File: src/hdl/lpm_pkg.sv
// types and codes for the ipv4 longest prefix match route table
// used by the channel interfaces and the top level; depends on nothing
package lpm_pkg;

  localparam int SLOT_W = 4;
  localparam int PORT_W = 2;
  localparam int ADDR_W = 32;

  typedef enum logic {
    OP_WRITE  = 1'b0,
    OP_LOOKUP = 1'b1
  } lpm_op_t;

  typedef struct packed {
    lpm_op_t             op;
    logic [SLOT_W-1:0]   slot;
    logic                entry_enable;
    logic [ADDR_W-1:0]   entry_prefix;
    logic [ADDR_W-1:0]   entry_mask;
    logic [ADDR_W-1:0]   entry_gateway;
    logic [PORT_W-1:0]   entry_port;
    logic [ADDR_W-1:0]   lookup_address;
  } lpm_req_t;

  typedef struct packed {
    logic                found;
    logic [SLOT_W-1:0]   matched_slot;
    logic [ADDR_W-1:0]   next_hop;
    logic [PORT_W-1:0]   out_port;
    logic [ADDR_W-1:0]   match_mask;
  } lpm_rsp_t;

  // one stored route, valid mark kept apart in flops
  typedef struct packed {
    logic [ADDR_W-1:0]   prefix;
    logic [ADDR_W-1:0]   mask;
    logic [ADDR_W-1:0]   gateway;
    logic [PORT_W-1:0]   port;
  } route_t;

  typedef enum logic [1:0] {
    ST_IDLE,
    ST_SCAN,
    ST_DRAIN,
    ST_RESP
  } lpm_state_t;

endpackage

File: src/hdl/lpm_if.sv
// valid/ready channels for requests and responses of the route table
// depends on lpm_pkg
interface lpm_req_if;
  logic              valid;
  logic              ready;
  lpm_pkg::lpm_req_t data;
  modport source (output valid, output data, input ready);
  modport sink   (input valid, input data, output ready);
endinterface

interface lpm_rsp_if;
  logic              valid;
  logic              ready;
  lpm_pkg::lpm_rsp_t data;
  modport source (output valid, output data, input ready);
  modport sink   (input valid, input data, output ready);
endinterface

File: src/hdl/ipv4_longest_prefix_match.sv
// ipv4 longest prefix match: route table memory, scan sequencer and shared compare
// depends on lpm_pkg and the channel interfaces in lpm_if.sv
//
// A write beat loads or clears one slot and gives an all-zero response from
// the response state through the output register. A lookup beat scans the
// table one slot per cycle through the single read port of the route memory,
// with one masked compare and magnitude compare against the best mask so
// far, then goes through the drain and response states to the output register.
// SLOTS is TABLE_DEPTH but at most 16, since the 4-bit slot field reaches no
// further. The block takes one beat at a time; a finished response sits in
// an output register, so the next beat is taken while it waits. Masks compare
// as unsigned numbers, later slots win ties; a zero mask acts as a default route.
module ipv4_longest_prefix_match #(
  parameter int TABLE_DEPTH = 16
) (
  input  logic     clk,
  input  logic     rst,
  lpm_req_if.sink  req,
  lpm_rsp_if.source rsp
);
  import lpm_pkg::*;

  localparam int SLOTS = (TABLE_DEPTH < (1 << SLOT_W)) ? TABLE_DEPTH : (1 << SLOT_W);
  localparam int IDX_W = (SLOTS > 1) ? $clog2(SLOTS) : 1;
  localparam logic [SLOT_W:0] SLOT_LIMIT = (SLOT_W + 1)'(SLOTS);
  localparam logic [IDX_W-1:0] LAST_IDX = IDX_W'(SLOTS - 1);

  lpm_state_t state, state_next;

  route_t             mem [SLOTS];
  logic [SLOTS-1:0]   valid;

  logic [IDX_W-1:0]   rd_idx;
  route_t             rd_data;
  logic               rd_valid;
  logic               cmp_en;
  logic [IDX_W-1:0]   cmp_idx;
  logic [ADDR_W-1:0]  lookup_addr;

  logic               best_hit;
  logic [SLOT_W-1:0]  best_slot;
  logic [ADDR_W-1:0]  best_mask;
  logic [ADDR_W-1:0]  best_gw;
  logic [PORT_W-1:0]  best_port;

  logic               out_valid;
  lpm_rsp_t           out_data;

  logic               accept;
  logic               wr_hit;
  logic [IDX_W-1:0]   wr_idx;
  logic               rd_last;
  logic               match;
  logic               out_load;

  assign req.ready = (state == ST_IDLE);
  assign accept    = req.valid && req.ready;
  assign wr_hit    = accept && (req.data.op == OP_WRITE) &&
                     ({1'b0, req.data.slot} < SLOT_LIMIT);
  assign wr_idx    = IDX_W'(req.data.slot);
  assign rd_last   = (rd_idx == LAST_IDX);
  assign out_load  = (state == ST_RESP) && (!out_valid || rsp.ready);

  // shared unit: masked address compare and mask magnitude compare
  assign match = rd_valid &&
                 (((lookup_addr ^ rd_data.prefix) & rd_data.mask) == '0) &&
                 (best_mask <= rd_data.mask);

  assign rsp.valid = out_valid;
  assign rsp.data  = out_data;

  always_ff @(posedge clk) begin
    if (rst) begin
      state <= ST_IDLE;
    end else begin
      state <= state_next;
    end
  end

  always_comb begin
    state_next = state;
    case (state)
      ST_IDLE: begin
        if (accept) begin
          state_next = (req.data.op == OP_LOOKUP) ? ST_SCAN : ST_RESP;
        end
      end
      ST_SCAN: begin
        if (rd_last) begin
          state_next = ST_DRAIN;
        end
      end
      ST_DRAIN: begin
        state_next = ST_RESP;
      end
      ST_RESP: begin
        if (out_load) begin
          state_next = ST_IDLE;
        end
      end
      default: begin
        state_next = ST_IDLE;
      end
    endcase
  end

  // route memory: one write port from the request, one registered read port
  always_ff @(posedge clk) begin
    if (wr_hit && req.data.entry_enable) begin
      mem[wr_idx] <= '{prefix:  req.data.entry_prefix,
                       mask:    req.data.entry_mask,
                       gateway: req.data.entry_gateway,
                       port:    req.data.entry_port};
    end
    rd_data <= mem[rd_idx];
  end

  always_ff @(posedge clk) begin
    if (rst) begin
      valid    <= '0;
      rd_valid <= 1'b0;
    end else begin
      if (wr_hit) begin
        valid[wr_idx] <= req.data.entry_enable;
      end
      rd_valid <= valid[rd_idx];
    end
  end

  // scan counter and compare stage, which works on the registered read in the cycle after it
  always_ff @(posedge clk) begin
    if (rst) begin
      cmp_en <= 1'b0;
      rd_idx <= '0;
    end else begin
      cmp_en <= (state == ST_SCAN);
      if (accept) begin
        rd_idx <= '0;
      end else if (state == ST_SCAN && !rd_last) begin
        rd_idx <= rd_idx + 1'b1;
      end
    end
  end

  always_ff @(posedge clk) begin
    cmp_idx <= rd_idx;
    if (accept) begin
      lookup_addr <= req.data.lookup_address;
    end
  end

  always_ff @(posedge clk) begin
    if (rst) begin
      best_hit <= 1'b0;
    end else if (accept) begin
      best_hit <= 1'b0;
    end else if (cmp_en && match) begin
      best_hit <= 1'b1;
    end
  end

  // best-so-far starts at zero, so a miss or a write reads out as all zero
  always_ff @(posedge clk) begin
    if (accept) begin
      best_slot <= '0;
      best_mask <= '0;
      best_gw   <= '0;
      best_port <= '0;
    end else if (cmp_en && match) begin
      best_slot <= SLOT_W'(cmp_idx);
      best_mask <= rd_data.mask;
      best_gw   <= rd_data.gateway;
      best_port <= rd_data.port;
    end
  end

  always_ff @(posedge clk) begin
    if (rst) begin
      out_valid <= 1'b0;
    end else if (out_load) begin
      out_valid <= 1'b1;
    end else if (rsp.ready) begin
      out_valid <= 1'b0;
    end
  end

  always_ff @(posedge clk) begin
    if (out_load) begin
      out_data <= '{found:        best_hit,
                    matched_slot: best_slot,
                    next_hop:     best_gw,
                    out_port:     best_port,
                    match_mask:   best_mask};
    end
  end

endmodule
File: src/flat_wrapper.sv
// flat-port wrapper written by rule: the top's interface ports become plain ports
module ipv4_longest_prefix_match_flat import lpm_pkg::*;
#(
  parameter int TABLE_DEPTH = 16
)
  (clk, rst, req_valid, req_data, req_ready, rsp_valid, rsp_data, rsp_ready);
  lpm_req_if req_i ();
  lpm_rsp_if rsp_i ();
  input  logic clk;
  input  logic rst;
  input wire logic [$bits(req_i.valid)-1:0] req_valid;
  input wire logic [$bits(req_i.data)-1:0] req_data;
  output wire logic [$bits(req_i.ready)-1:0] req_ready;
  output wire logic [$bits(rsp_i.valid)-1:0] rsp_valid;
  output wire logic [$bits(rsp_i.data)-1:0] rsp_data;
  input wire logic [$bits(rsp_i.ready)-1:0] rsp_ready;
  assign req_i.valid = req_valid;
  assign req_i.data = req_data;
  assign req_ready = req_i.ready;
  assign rsp_valid = rsp_i.valid;
  assign rsp_data = rsp_i.data;
  assign rsp_i.ready = rsp_ready;
  ipv4_longest_prefix_match #(.TABLE_DEPTH(TABLE_DEPTH)) u_core (.clk(clk), .rst(rst), .req(req_i), .rsp(rsp_i));
endmodule
File: config.mk
export PLATFORM = sky130hd
export DESIGN_NAME = ipv4_longest_prefix_match_flat
export DESIGN_NICKNAME = d
export VERILOG_FILES = /design/src/hdl/lpm_pkg.sv /design/src/hdl/lpm_if.sv /design/src/hdl/ipv4_longest_prefix_match.sv /design/src/flat_wrapper.sv
export SDC_FILE = /design/constraint.sdc
export NUM_CORES = 2
export LEC_CHECK = 0
export ABC_AREA = 1
export BUFFER_PORTS_ARGS = -buffer_cell sky130_fd_sc_hd__clkbuf_2
export CAP_MARGIN = 20
export CORE_MARGIN = 2
export CORE_UTILIZATION = 50
export DETAILED_ROUTE_END_ITERATION = 16
export GPL_ROUTABILITY_DRIVEN = 0
export HOLD_SLACK_MARGIN = 0.05
export PLACE_DENSITY = 0.69
export SLEW_MARGIN = 40
export SYNTH_ARGS = -nofsm -noshare
export SYNTH_HDL_FRONTEND = slang
export SYNTH_SLANG_ARGS = --single-unit
File: constraint.sdc
create_clock -name clk -period 9.9 [get_ports clk]
set_clock_uncertainty 0.1 [all_clocks]
set_input_delay 1.98 -clock clk [delete_from_list [all_inputs] [get_ports clk]]
set_output_delay 1.98 -clock clk [all_outputs]
set_load 0.1 [all_outputs]
==> summary.md <==
| Metric | Value |
|---|---|
| Mean Syn Cell Area | 13.19 sq um |
| Reg2reg end | u_core.mem[4][78] |
| Clock Sink Count | between 1500 and 2000 |
| Post-Route Setup TNS | 0 ps |
| Crit-path cells | clkbuf_2 -> nand2_8 -> nor2_1 -> inv_1 -> nor3_1 -> nand2_1 -> nor2_4 -> buf_4 -> buf_6 |
| CP max stage delay | between 600 and 700 ps |
| Post-synthesis cell count | roughly 5400 |
| Worst Path Required | slightly above 10000 ps |
| Yosys top cell by area | edfxtp_1 |
| Crit-path slowest cell | buf_6 |
| Synth Cell Area | just over 70000 sq um |
| Total global routing overflow | 0 |
| Synth Flop Type | edfxtp_1 |
| Most frequent cells after synthesis | edfxtp_1, nor2_1, o21ai_0, nand2_1, clkbuf_1 |
| RSZ-0062 raised after global routing | false |
| Root buffer cell | clkbuf_16 |
| Least-Margin Pin Slew | roughly 960 ps |
| Hold endpoint | u_core.rsp.data[51] |
| Die area | roughly 140000 sq um |
| Hold Vio Cnt, Final | 0 |
| Reg2reg path depth | 10 |
| Core area | between 100000 and 150000 sq um |
| Initial antenna violation count | 19 |
| Min-delay src | u_core.best_gw[17] |
| Die width | ~380 um |
| Synth area leaders | edfxtp_1, o21ai_0, dfxtp_1, nor2_1, nand2_1 |
| CP Launch Type | input port |
| Crit path max fanout | just over 70 |
| Post-synth EDFFs | around 1700 |
| Gr usage total | about a quarter |
| Largest net degree at the start of global routing | between 150 and 200 |
| Die Y | 380.7 um |
| Site Rows | between 100 and 150 |
| Pwr Density | about 240 nW/um^2 |
| IO Count | around 210 |
| Total setup buffers inserted after CTS | 0 |
| Total stage count of the critical path | 9 |
| Total wire length | roughly 180 mm |
| Arr. time, crit path | 4900 ps |
| Reg-to-Reg Start | u_core.state[0] |
| Routed Antenna Nets | 0 |
| Setup CP Type | in2reg |
| First-pass GRT wire length | between 200 and 300 mm |
| H-tree Lvls | 4 |
| CP top delay family | buffers and inverters |
| Area grow syn2layout | 12.39% |
| Routed vias | between 40000 and 50000 |
| Starting density of the core | about 50% |
| Sequential fraction of the synthesis area | about three quarters |
| Drt pass-1 iters | 6 |
| CTS tree | built |
| Ys Warns | 0 |
| Post-DR wirelength/cell | around 23 um |
| Hold Crit Depth | 0 |
| Lkg Pwr | between 20 and 30 nW |
| Crit path buf inv count | 4 |
| Post-DP HPWL | a little under 100 mm |
| Synth Register Bits | approximately 1900 |
| Cts repair resizes | 0 |
| Post-Layout Cell Count | around 7600 |
| Clk pin slew, worst setup/hold paths | roughly 60 ps |
| Post-cts hold buffer count | 0 |
| # port buffers | 212 |
| Slew margin rel. | between 30% and 40% |
| FMAX | ~220 MHz |
| Clock Latency Late Sink | 820 ps |
| Buffer depth of the longest clock path | 3 |
| Layout cell share with drive strength beyond 1 | roughly a tenth |
| # nets final | about 5700 |
| Reg2Reg Setup Slack | 5830 ps |
| Async S/R FF share, synth | 0% |
| Crit end category | flip-flop |
| Status | finished, final reports clean |
| Count of final setup violators | 0 |
| Vias in the first global route | roughly 42000 |
| Max-Cap Viols | 0 |
| Final worst-path cycle share | between 40% and 50% |
| Vias/cell | ~5.9 |
| Residual DRC | 0 |
| Final Max Tran Viols | 0 |
| Maximum vdd drop | ~220 uV |
| Dpl cells | between 7000 and 8000 |
| Most common cell in the netlist | edfxtp_1 |
| Yosys top cell area share | a little over two thirds |
| Number of library cell types mapped by synthesis | 37 |
| Hold Path Class | reg2reg |
| Cts bufs inserted | about 180 |
| Mapped Nets | about 5600 |
| DRT iter0 DRCs | roughly 5000 |
| Final worst path period need | between 4000 and 5000 ps |
-- registers in the layout (all words and copies together) (netlist names), 2 cells and up --
| register | flops |
|---|---|
| u_core.mem | 1568 |
| u_core.rd_data | 98 |
| u_core.rsp.data | 71 |
| u_core.best_gw | 32 |
| u_core.best_mask | 32 |
| u_core.lookup_addr | 32 |
| u_core.valid | 16 |
| u_core.best_slot | 4 |
| u_core.cmp_idx | 4 |
| u_core.rd_idx | 4 |
| u_core.best_port | 2 |
| u_core.state | 2 |
-- cells in the final DEF (no fill, tap or decap), drive strengths merged, types with 10 or more instances in the layout --
cell	instances
a21oi	110
buf	76
clkbuf	480
clkinv	60
dfxtp	198
edfxtp	1671
ha	37
inv	161
nand2	400
nand3	259
nand4	10
nor2	931
o211ai	32
o21ai	805
o221ai	166
o22ai	230
-- stage by stage --
step                util, %  cell area, sq um  worst slack, ps  hold slack (ps)  power, mW
floorplan                 -             70950             2392            225.8      11.25
global placement      52.14             73640             4077            313.6      12.25
detailed placement    52.33             73920             4477            315.2      12.34
CTS                   56.38             79630             5396            326.0      18.84
global route          56.44             79710             5128            339.0      19.50
finish                56.45             79730             5333            332.3      18.79
-- how the worst max path moves through the flow --
stage / startpoint / endpoint
detailed placement: req_valid / u_core.mem[4][76]
global route: req_valid / u_core.mem[4][79]
floorplan: req_valid / u_core.mem[11][0]
finish: req_valid / u_core.mem[4][78]
CTS: req_valid / u_core.mem[4][67]
global placement: req_valid / u_core.mem[4][76]
-- logic make-up (layout without fill, tap and decap cells) --
logic type | after synthesis | count (layout) | synth area share, %
fa+ha+maj | 37 | 37 | 0.6526
compound gates | 1352 | 1352 | 10.97
buf+inv | 506 | 782 | 2.905
simple gates | 1614 | 1614 | 9.128
xor+xnor | 2 | 2 | 0.02470
flops | 1869 | 1869 | 76.32
other cells | 0 | 9 | 0
-- layout make-up --
type	count	area [sq um]
diodes	9	22.52
clock buffers	268	5246
clock inverters	73	467.9
fillers	11100	61520
inverters	153	613.1
multi-input cells	3005	14920
flip-flops and latches	1869	54150
well taps	1890	2365
repair buffers	288	1942
-- power breakdown --
group,switching (mW),internal [mW]
Clock,2.85,3.72
Combinational,2.26,0.788
Sequential,0.265,8.90
-- routing by layer --
metal	routed length [um]	track usage (%)	vias up
li1	-	-	20090
met5	94	0	-
met2	81140	36.68	2015
met4	3624	6.697	16
met3	16100	4.595	256
met1	75400	35.06	22210
Note: power is estimated with default switching activity, not from simulation.
